File: src/hw/rtl/sdf_pkg.sv
`timescale 1ns / 1ps
// ----------------------------------------------------------------------------
// Sync deframer package
// Shared widths, constants, the job type passed from the front part to the
// back part, and the PN9 whitening table.
// ----------------------------------------------------------------------------
package sdf_pkg;

  // Fixed field widths.
  localparam int PATTERN_W = 56;
  localparam int IDX_W     = 6;

  // Default geometry.
  localparam int BYTES_PER_FRAME_DEFAULT = 64;
  localparam int SYNC_BITS_DEFAULT       = 56;
  localparam int QUEUE_DEPTH_DEFAULT     = 4;

  // Sync pattern after reset: preamble followed by the sync word.
  localparam logic [PATTERN_W-1:0] SYNC_PATTERN_RESET = 56'hAA_AAAA_C194_C1C6;

  // Byte positions with a special meaning within a frame.
  localparam logic [IDX_W-1:0] PN9_START   = 6'd6;
  localparam logic [IDX_W-1:0] CHK_FIRST   = 6'd8;
  localparam logic [IDX_W-1:0] CHK_XOR_IDX = 6'd61;
  localparam logic [IDX_W-1:0] CHK_SUM_IDX = 6'd62;

  // PN9 whitening sequence, one byte for each frame byte from PN9_START on.
  localparam int PN9_LEN = 58;
  localparam logic [7:0] PN9_TAB [PN9_LEN] = '{
    8'hFF, 8'h87, 8'hB8, 8'h59, 8'hB7, 8'hA1, 8'hCC, 8'h24,
    8'h57, 8'h5E, 8'h4B, 8'h9C, 8'h0E, 8'hE9, 8'hEA, 8'h50,
    8'h2A, 8'hBE, 8'hB4, 8'h1B, 8'hB6, 8'hB0, 8'h5D, 8'hF1,
    8'hE6, 8'h9A, 8'hE3, 8'h45, 8'hFD, 8'h2C, 8'h53, 8'h18,
    8'h0C, 8'hCA, 8'hC9, 8'hFB, 8'h49, 8'h37, 8'hE5, 8'hA8,
    8'h51, 8'h3B, 8'h2F, 8'h61, 8'hAA, 8'h72, 8'h18, 8'h84,
    8'h02, 8'h23, 8'h23, 8'hAB, 8'h63, 8'h89, 8'h51, 8'hB3,
    8'hE7, 8'h8B
  };

  // A job: either a whole header (the matched pattern) or one raw frame byte.
  typedef struct packed {
    logic                 is_header;
    logic [PATTERN_W-1:0] payload;
    logic [IDX_W-1:0]     idx;
  } job_t;

  // Whitening mask for the byte at a given frame position.
  function automatic logic [7:0] pn9_mask(input logic [IDX_W-1:0] idx);
    logic [IDX_W-1:0] pos;
    pos = idx - PN9_START;
    if (idx >= PN9_START) begin
      return PN9_TAB[pos];
    end
    return 8'h00;
  endfunction

endpackage

File: src/hw/rtl/sdf_front.sv
`timescale 1ns / 1ps
// ----------------------------------------------------------------------------
// Sync deframer front part
// Keeps the symbol window, hunts for the sync pattern and collects frame
// bits into bytes. Each accepted symbol yields at most one job.
// ----------------------------------------------------------------------------
module sdf_front #(
  parameter int BYTES_PER_FRAME = sdf_pkg::BYTES_PER_FRAME_DEFAULT,
  parameter int SYNC_BITS       = sdf_pkg::SYNC_BITS_DEFAULT
) (
  input  logic                          clk,
  input  logic                          rst,
  input  logic                          sym_accept,
  input  logic                          data_bit,
  input  logic                          erasure,
  input  logic                          pattern_we,
  input  logic [sdf_pkg::PATTERN_W-1:0] pattern_wdata,
  output logic                          job_valid,
  output sdf_pkg::job_t                 job
);
  import sdf_pkg::*;

  localparam int RUN_W = $clog2(SYNC_BITS + 1);
  localparam int FBC_W = $clog2(BYTES_PER_FRAME * 8 + 1);
  localparam int REM_BITS = SYNC_BITS % 8;
  localparam logic [7:0] REM_MASK = 8'((1 << REM_BITS) - 1);

  logic [SYNC_BITS-1:0] pattern;
  logic [SYNC_BITS-1:0] window_bits;
  logic [RUN_W-1:0]     valid_run;
  logic                 in_frame;
  logic [FBC_W-1:0]     frame_bit_count;
  logic [7:0]           byte_shift;

  logic [SYNC_BITS-1:0] window_next;
  logic [RUN_W-1:0]     run_next;
  logic                 sync_hit;
  logic [FBC_W-1:0]     count_next;
  logic [7:0]           shift_next;
  logic                 byte_done;
  logic [IDX_W-1:0]     byte_idx;
  logic                 frame_end;

  // Window, run length and byte assembly for the symbol on the inputs.
  always_comb begin
    window_next = {window_bits[SYNC_BITS-2:0], data_bit};
    run_next    = (valid_run == RUN_W'(SYNC_BITS)) ? valid_run : valid_run + 1'b1;
    sync_hit    = !in_frame && (run_next == RUN_W'(SYNC_BITS)) && (window_next == pattern);
    count_next  = frame_bit_count + 1'b1;
    shift_next  = {byte_shift[6:0], data_bit};
    byte_done   = in_frame && (count_next[2:0] == 3'd0);
    byte_idx    = IDX_W'(count_next[FBC_W-1:3] - 1'b1);
    frame_end   = byte_done && (byte_idx == IDX_W'(BYTES_PER_FRAME - 1));
  end

  // Job for the back part.
  always_comb begin
    job_valid     = sym_accept && !erasure && (sync_hit || byte_done);
    job.is_header = sync_hit;
    job.payload   = sync_hit ? PATTERN_W'(pattern) : PATTERN_W'(shift_next);
    job.idx       = sync_hit ? '0 : byte_idx;
  end

  // Sync pattern register.
  always_ff @(posedge clk) begin
    if (rst) begin
      pattern <= SYNC_PATTERN_RESET[SYNC_BITS-1:0];
    end else if (pattern_we) begin
      pattern <= pattern_wdata[SYNC_BITS-1:0];
    end
  end

  // Hunting and frame collection state.
  always_ff @(posedge clk) begin
    if (rst) begin
      window_bits     <= '0;
      valid_run       <= '0;
      in_frame        <= 1'b0;
      frame_bit_count <= '0;
      byte_shift      <= '0;
    end else if (sym_accept) begin
      if (erasure) begin
        window_bits <= {window_bits[SYNC_BITS-2:0], 1'b0};
        valid_run   <= '0;
      end else begin
        window_bits <= window_next;
        valid_run   <= run_next;
        if (sync_hit) begin
          in_frame        <= 1'b1;
          frame_bit_count <= FBC_W'(SYNC_BITS);
          byte_shift      <= pattern[7:0] & REM_MASK;
        end else if (in_frame) begin
          if (frame_end) begin
            in_frame        <= 1'b0;
            frame_bit_count <= '0;
            byte_shift      <= '0;
          end else begin
            frame_bit_count <= count_next;
            byte_shift      <= byte_done ? 8'h00 : shift_next;
          end
        end
      end
    end
  end

endmodule

File: src/hw/rtl/sdf_queue.sv
`timescale 1ns / 1ps
// ----------------------------------------------------------------------------
// Sync deframer job queue
// Small register queue that decouples the front part from the back part.
// ----------------------------------------------------------------------------
module sdf_queue #(
  parameter int DEPTH = sdf_pkg::QUEUE_DEPTH_DEFAULT
) (
  input  logic          clk,
  input  logic          rst,
  input  logic          wr_en,
  input  sdf_pkg::job_t wr_job,
  output logic          full,
  input  logic          rd_en,
  output logic          rd_valid,
  output sdf_pkg::job_t rd_job
);
  import sdf_pkg::*;

  localparam int PTR_W = (DEPTH > 1) ? $clog2(DEPTH) : 1;
  localparam int CNT_W = $clog2(DEPTH + 1);

  job_t             slots [DEPTH];
  logic [PTR_W-1:0] wr_ptr;
  logic [PTR_W-1:0] rd_ptr;
  logic [CNT_W-1:0] count;

  assign full     = (count == CNT_W'(DEPTH));
  assign rd_valid = (count != '0);
  assign rd_job   = slots[rd_ptr];

  // Storage is written only at the write pointer.
  always_ff @(posedge clk) begin
    if (wr_en) begin
      slots[wr_ptr] <= wr_job;
    end
  end

  // Pointers and fill level.
  always_ff @(posedge clk) begin
    if (rst) begin
      wr_ptr <= '0;
      rd_ptr <= '0;
      count  <= '0;
    end else begin
      if (wr_en) begin
        wr_ptr <= (wr_ptr == PTR_W'(DEPTH - 1)) ? '0 : wr_ptr + 1'b1;
      end
      if (rd_en) begin
        rd_ptr <= (rd_ptr == PTR_W'(DEPTH - 1)) ? '0 : rd_ptr + 1'b1;
      end
      if (wr_en && !rd_en) begin
        count <= count + 1'b1;
      end else if (rd_en && !wr_en) begin
        count <= count - 1'b1;
      end
    end
  end

endmodule

File: src/hw/rtl/sdf_back.sv
`timescale 1ns / 1ps
// ----------------------------------------------------------------------------
// Sync deframer back part
// Expands header jobs into header bytes, dewhitens, runs the XOR and sum
// check and holds each result in an output register until it is taken.
// ----------------------------------------------------------------------------
module sdf_back #(
  parameter int BYTES_PER_FRAME = sdf_pkg::BYTES_PER_FRAME_DEFAULT,
  parameter int SYNC_BITS       = sdf_pkg::SYNC_BITS_DEFAULT
) (
  input  logic                      clk,
  input  logic                      rst,
  input  logic                      job_valid,
  input  sdf_pkg::job_t             job,
  output logic                      job_take,
  input  logic                      pop,
  output logic                      empty,
  output logic [7:0]                frame_byte,
  output logic [sdf_pkg::IDX_W-1:0] byte_index,
  output logic                      last,
  output logic                      check_ok
);
  import sdf_pkg::*;

  localparam int HDR_BYTES = SYNC_BITS / 8;

  logic                 out_valid;
  logic                 hdr_busy;
  logic [SYNC_BITS-1:0] hdr_shift;
  logic [IDX_W-1:0]     hdr_idx;
  logic [7:0]           xor_acc;
  logic [7:0]           sum_acc;
  logic                 xor_match;
  logic                 sum_match;

  logic                 go;
  logic                 hdr_start;
  logic [SYNC_BITS-1:0] pat;
  logic [7:0]           raw;
  logic [IDX_W-1:0]     idx;
  logic [7:0]           b;
  logic                 xor_match_now;
  logic                 sum_match_now;
  logic                 last_now;
  logic                 in_check;

  assign empty = !out_valid;

  // Select the byte that goes out next and work out its check flags.
  always_comb begin
    go        = (!out_valid || pop) && (hdr_busy || job_valid);
    hdr_start = go && !hdr_busy && job.is_header;
    job_take  = go && !hdr_busy;
    pat       = job.payload[SYNC_BITS-1:0];
    if (hdr_busy) begin
      raw = hdr_shift[SYNC_BITS-1 -: 8];
      idx = hdr_idx;
    end else if (job.is_header) begin
      raw = pat[SYNC_BITS-1 -: 8];
      idx = '0;
    end else begin
      raw = job.payload[7:0];
      idx = job.idx;
    end
    b             = raw ^ pn9_mask(idx);
    in_check      = (idx >= CHK_FIRST) && (idx < CHK_XOR_IDX);
    xor_match_now = (idx == CHK_XOR_IDX) ? (b == xor_acc) : xor_match;
    sum_match_now = (idx == CHK_SUM_IDX) ? (b == sum_acc) : sum_match;
    last_now      = (idx == IDX_W'(BYTES_PER_FRAME - 1));
  end

  // Header expansion, check accumulators and the output register.
  always_ff @(posedge clk) begin
    if (rst) begin
      out_valid <= 1'b0;
      hdr_busy  <= 1'b0;
      xor_acc   <= '0;
      sum_acc   <= '0;
      xor_match <= 1'b0;
      sum_match <= 1'b0;
    end else begin
      if (go) begin
        out_valid <= 1'b1;
      end else if (pop) begin
        out_valid <= 1'b0;
      end

      if (hdr_start) begin
        // A new frame starts: clear the check state.
        xor_acc   <= '0;
        sum_acc   <= '0;
        xor_match <= 1'b0;
        sum_match <= 1'b0;
        if (HDR_BYTES > 1) begin
          hdr_busy  <= 1'b1;
          hdr_shift <= pat << 8;
          hdr_idx   <= IDX_W'(1);
        end
      end else if (go) begin
        if (hdr_busy) begin
          hdr_shift <= hdr_shift << 8;
          hdr_idx   <= hdr_idx + 1'b1;
          if (hdr_idx == IDX_W'(HDR_BYTES - 1)) begin
            hdr_busy <= 1'b0;
          end
        end
        if (in_check) begin
          xor_acc <= xor_acc ^ b;
          sum_acc <= sum_acc + b;
        end
        xor_match <= xor_match_now;
        sum_match <= sum_match_now;
      end
    end
  end

  // Result payload needs no reset.
  always_ff @(posedge clk) begin
    if (go) begin
      frame_byte <= b;
      byte_index <= idx;
      last       <= last_now;
      check_ok   <= last_now && xor_match_now && sum_match_now;
    end
  end

endmodule

File: src/hw/rtl/sync_deframer_pn9_dewhiten_check_core.sv
`timescale 1ns / 1ps
// ----------------------------------------------------------------------------
// Sync deframer with PN9 dewhitening and frame check
// Hunts for a sync pattern in a demodulated bit stream, then delivers the
// header and the dewhitened frame bytes with a check flag on the last byte.
// ----------------------------------------------------------------------------
// Usage:
//   Symbols enter through a queue-like port: data_bit and erasure are taken
//   when push is high and full is low, one symbol per cycle at most.
//   Results leave through a queue-like port: while empty is low the oldest
//   frame byte, its byte_index, last and check_ok are on the ports, and the
//   transaction completes when pop is high.
//   The sync pattern is written through sync_pattern_we and sync_pattern.
// Flow:
//   A byte reaches the result ports through the job queue and the output
//   register of the back part, when nothing waits ahead of it. A sync match
//   yields SYNC_BITS/8 header bytes, delivered one per cycle by the back
//   part while the receiver keeps taking them; that expansion sets the burst rate.
//   The input side sustains one symbol per cycle; full rises only when the
//   job queue between front and back parts fills, which happens only while
//   the receiver stalls.
// Reset:
//   rst clears the window, returns to hunting, empties the queue and the
//   output register, and restores the default sync pattern. When the
//   receiver stalls, the waiting result holds and jobs build up in the queue.
// ----------------------------------------------------------------------------
module sync_deframer_pn9_dewhiten_check_core #(
  parameter int BYTES_PER_FRAME = sdf_pkg::BYTES_PER_FRAME_DEFAULT,
  parameter int SYNC_BITS       = sdf_pkg::SYNC_BITS_DEFAULT,
  parameter int QUEUE_DEPTH     = sdf_pkg::QUEUE_DEPTH_DEFAULT
) (
  input  logic                          clk,
  input  logic                          rst,
  input  logic                          push,
  output logic                          full,
  input  logic                          data_bit,
  input  logic                          erasure,
  input  logic                          sync_pattern_we,
  input  logic [sdf_pkg::PATTERN_W-1:0] sync_pattern,
  input  logic                          pop,
  output logic                          empty,
  output logic [7:0]                    frame_byte,
  output logic [sdf_pkg::IDX_W-1:0]     byte_index,
  output logic                          last,
  output logic                          check_ok
);
  import sdf_pkg::*;

  logic sym_accept;
  logic fr_job_valid;
  job_t fr_job;
  logic q_valid;
  job_t q_job;
  logic q_take;

  // A symbol transaction completes when the queue has room.
  assign sym_accept = push && !full;

  sdf_front #(
    .BYTES_PER_FRAME(BYTES_PER_FRAME),
    .SYNC_BITS      (SYNC_BITS)
  ) u_front (
    .clk          (clk),
    .rst          (rst),
    .sym_accept   (sym_accept),
    .data_bit     (data_bit),
    .erasure      (erasure),
    .pattern_we   (sync_pattern_we),
    .pattern_wdata(sync_pattern),
    .job_valid    (fr_job_valid),
    .job          (fr_job)
  );

  sdf_queue #(
    .DEPTH(QUEUE_DEPTH)
  ) u_queue (
    .clk     (clk),
    .rst     (rst),
    .wr_en   (fr_job_valid),
    .wr_job  (fr_job),
    .full    (full),
    .rd_en   (q_take),
    .rd_valid(q_valid),
    .rd_job  (q_job)
  );

  sdf_back #(
    .BYTES_PER_FRAME(BYTES_PER_FRAME),
    .SYNC_BITS      (SYNC_BITS)
  ) u_back (
    .clk       (clk),
    .rst       (rst),
    .job_valid (q_valid),
    .job       (q_job),
    .job_take  (q_take),
    .pop       (pop),
    .empty     (empty),
    .frame_byte(frame_byte),
    .byte_index(byte_index),
    .last      (last),
    .check_ok  (check_ok)
  );

endmodule

File: config.mk
export PLATFORM = sky130hd
export DESIGN_NAME = sync_deframer_pn9_dewhiten_check_core
export DESIGN_NICKNAME = d
export VERILOG_FILES = /design/src/hw/rtl/sdf_pkg.sv /design/src/hw/rtl/sdf_front.sv /design/src/hw/rtl/sdf_queue.sv /design/src/hw/rtl/sdf_back.sv /design/src/hw/rtl/sync_deframer_pn9_dewhiten_check_core.sv
export SDC_FILE = /design/constraint.sdc
export NUM_CORES = 1
export LEC_CHECK = 0
export BUFFER_PORTS_ARGS = -buffer_cell sky130_fd_sc_hd__buf_2
export CORE_AREA = 2 2 222 224
export DETAILED_ROUTE_END_ITERATION = 10
export DIE_AREA = 0 0 224 226
export PLACE_DENSITY_LB_ADDON = 0.3
export SYNTH_ARGS = -nofsm -noshare
export SYNTH_HDL_FRONTEND = slang
export SYNTH_SLANG_ARGS = --single-unit
File: constraint.sdc
create_clock -name clk -period 7.2 [get_ports clk]
set_input_delay 0.72 -clock clk [delete_from_list [all_inputs] [get_ports clk]]
set_output_delay 0.72 -clock clk [all_outputs]
set_load 0.02 [all_outputs]
==> reports/results.env <==
RESULT_OF_THE_RUN='finished clean'
FINAL_CRITICAL_PATH_SETUP_SLACK_NS=0.953
ANT_NETS=0
NUMBER_OF_HOLD_VIOLATIONS_IN_THE_FINAL_REPORT=0
INITIAL_ANTENNA_VIOLATION_COUNT=1
CRITICAL_PATH_FANOUT_MAX=32
FLOORPLAN.INITIALDENSITY_PCT=44.6
SYNTH_SEQ_AREA_SHARE_PCT=60.0
TOTAL_POWER_mW=8.89
CRITPATHLAUNCHTYPE='register'
GR_OVERFLOW_TOTAL=0
POST_ROUTE_CELLS_DRIVE_ABOVE_1_SHARE_PCT=16.2
GRTUSAGETOTAL_PCT=21.1
DRCVIOLATIONCOUNT=0
DETAILEDPLACEMENTHPWL_MM=35.8
PEAKVDDDROP_mV=0.180
SYNTH_LARGEST_TYPE_AREA_FRACTION_PCT=44.9
TIMING.MAX_SLEW.REL_SLACK_PCT=29.8
POST-ROUTE-PERIOD-UTIL_PCT=86.8
DPL-INSTANCE-AREA_SQ_UM=22500
WORST_SETUP_SLACK_BEFORE_CLOCK_TREE_SYNTHESIS_NS=1.01
AREA_GROWTH_SYN_TO_LAYOUT_PCT=11.7
CTS_ROOT_BUF='clkbuf_16'
CORE-AREA_SQ_UM=48300
GRT_PASS1_WL_MM=80.9
POSTSYNTH.TOPFLOPCELL='edfxtp_1'
NETLIST_INSTANCES=1771
SYNTHARSTFLOPSHARE_PCT=0
CRIT_REQUIRED_NS=7.65
YS_WARNINGS=0
MIN-DELAY-PATH-CLASS='in2reg'
CTSHOLDBUFFERS=0
YOSYS-TOP-CELLS-COUNT='edfxtp_1 (322), nand2_1 (317), dfxtp_1 (163), a21oi_1 (112), nor2_1 (106)'
SYNTH_EDF_COUNT=322
AREA_OF_THE_MAPPED_NETLIST_SQ_UM=21500
POSTCTSSETUPBUFFERS=0
MULTI_INPUT_AREA_SQ_UM=8050
RSZ0062_AT_GRT='false'
VIAS_IN_THE_FIRST_GLOBAL_ROUTE=13600
WIRELENGTH_MM=52.9
SYNTH_TOP_AREA_CELL='edfxtp_1'
SYNTH_MOST_COMMON_CELL='edfxtp_1'
CLK_LATENCY_NS=0.59
MAXCLOCKFREQUENCY_MHz=160
LARGEST_NET_DEGREE_AT_THE_START_OF_GLOBAL_ROUTING=71
IO_PINS=81
DRT_FIRST_PASS_ITERS=5
DIE-AREA_SQ_UM=50600
PERIOD_NEEDED_NS=6.25
NUMBER_OF_DRC_MARKERS_AFTER_THE_INITIAL_DETAILED_ROUTE_ITERATION=1231
ACTUAL_TRANSITION_AT_THE_WORST_MAX_TRANSITION_PIN_NS=1.05
CTS_RESIZED=0
TIMING.FINAL.SETUP_VIOLATIONS=0
TRITONCTS='yes'
CRIT_ARRIVAL_NS=6.70
CLKSINKCOUNT=485
CHIPHEIGHT_UM=226
TOTALNEGATIVESETUPSLACK_NS=0
TIMING.CRITICAL_PATH.SLOWEST_CELL_DELAY_NS=0.67
FLOORPLAN.DIE.WIDTH_UM=224
CTS_MAX_LEVEL=2
LAYOUT.FILLER_CELLS=4199
ROUTE.VIAS.TOTAL=13900
ROUTED_WIRE_LENGTH_PER_INSTANCE_UM=21.2
POWER_PER_CELL_AREA_nW_PER_UM2=370
CRITICAL_PATH_TYPE='reg2reg'
FIN_SKEW_NS=0.0186
CLOCK_TREE.BUFFER_DEPTH=3
CP.BUFFERS_INVERTERS=4
CRIT_PATH_TOP_DELAY_CELL='dfxtp_4'
PORT_BUFFERS=80
SYNTHTOPCELLSBYAREA='edfxtp_1 (45%), dfxtp_1 (15%), mux4_2 (6.2%)'
AREA.SEQUENTIAL_SQ_UM=12900
FIN_AREA_SQ_UM=24100
HOLD_SLACK_NS=0.344
CAP_VIOL_MAX_COUNT=0
PATH_CLK_SLEW_NS=0.06
DETAIL_ROUTE.VIAS_PER_CELL=5.58
WORST_PATH_DOMINANT_CELL_FAMILY='compound AO/OA/AOI/OAI gates'
PER_INSTANCE_AVERAGE_AREA_AFTER_SYNTHESIS_SQ_UM=12.2
YS_FF_LATCH=485
ANTENNA_CELLS_INSERTED=0
GP_CONGESTION=0.910
SYNTH_CELL_TYPES=86
SYN_NETS=1868
CTS-BUFFERS-INSERTED=49
NUMBER_OF_PLACEMENT_ROWS=81
FINALNETCOUNT=1926
TIMING_MAX_TRANSITION_VIOLATIONS_FINAL=0
P_LEAK_nW=8.07
SETUP.WORST_PATH.END_CLASS='register'
## final cells by class
cell class              count  area share, %
repair buffers            105           2.47
multi-input cells        1141           33.4
clock buffers              69           5.70
clock inverters            22          0.635
well taps                 622           3.24
inverters                  47          0.733
flip-flops and latches    485           53.8
## layer usage
| layer | vias to the layer above | GRT usage (%) | part of all wire [%] |
|---|---|---|---|
| li1 | 6531 | - | - |
| met1 | 6894 | 28.5 | 44 |
| met2 | 369 | 34.0 | 47 |
| met3 | 107 | 3.58 | 5.1 |
| met4 | 0 | 8.22 | 3.9 |
| met5 | - | 0 | 0 |
## kinds of logic after synthesis
group,Yosys count,synth area share (%)
AND/OR/NAND/NOR,612,12.9
flip-flops,485,60.0
AO/OA/AOI/OAI,252,7.90
multiplexers,150,10.5
buffers and inverters,145,2.72
XOR/XNOR,93,3.88
adder cells (fa/ha/maj),34,2.04
## through the flow
stage	utilization (%)	instances
finish	49.8	2491
global route	49.8	2491
CTS	49.8	2491
detailed placement	46.6	2400
global placement	46.6	2400
floorplan	-	1771
## power by group
part,leakage (nW),total [mW],switching (mW),internal [mW]
logic,3.52,2.93,1.90,1.03
registers,3.83,3.57,0.189,3.38
clock network,0.731,2.40,1.06,1.33
total,8.07,8.89,3.15,5.75
## worst paths after layout
path | end | from | slack (ns) | cells past startpoint
max | u_back.sum_acc[7]$_SDFFE_PP0P_ | register | 0.95 | 25
min | u_front.pattern[7]$_SDFFE_PP1P_ | sync_pattern[7] | 0.34 | 3
max reg2reg | u_back.sum_acc[7]$_SDFFE_PP0P_ | register | 0.95 | 25
min reg2reg | u_back.sum_acc[5]$_SDFFE_PP0P_ | u_back.sum_acc[5]$_SDFFE_PP0P_ | 0.46 | 2
## flip-flops by register name, summed over array words and instances, names as in the netlist, 6 cells and up, named ones only
register                 cells
u_back.byte_index            6
u_back.frame_byte            8
u_back.hdr_idx               6
u_back.hdr_shift            48
u_back.sum_acc               8
u_back.xor_acc               8
u_front.byte_shift           7
u_front.frame_bit_count      9
u_front.pattern             56
u_front.valid_run            6
u_front.window_bits         55
u_queue.slots              252
## worst register-to-register path, delay by kind of cell, from the launching register on
family	cells	cell delay [ns]
AND/OR/NAND/NOR	4	0.47
multiplexers	1	0.37
flip-flops	1	0.67
buffers and inverters	4	0.75
adder cells (fa/ha/maj)	2	0.76
AO/OA/AOI/OAI	12	2.74
XOR/XNOR	2	0.38
## cells in the final DEF (no fill, tap or decap), types with 27 or more instances in the layout
cell,netlist,final
a21oi_1,112,112
and2_1,54,50
buf_2,13,78
buf_4,1,27
clkbuf_16,0,49
dfxtp_1,163,161
edfxtp_1,322,322
ha_1,32,32
inv_1,43,43
mux2i_1,75,75
mux4_2,59,59
nand2_1,317,317
nand3_1,28,28
nor2_1,106,106
xnor2_1,44,44
xor2_1,47,47
No activity file was read; power rests on OpenSTA's default activity.
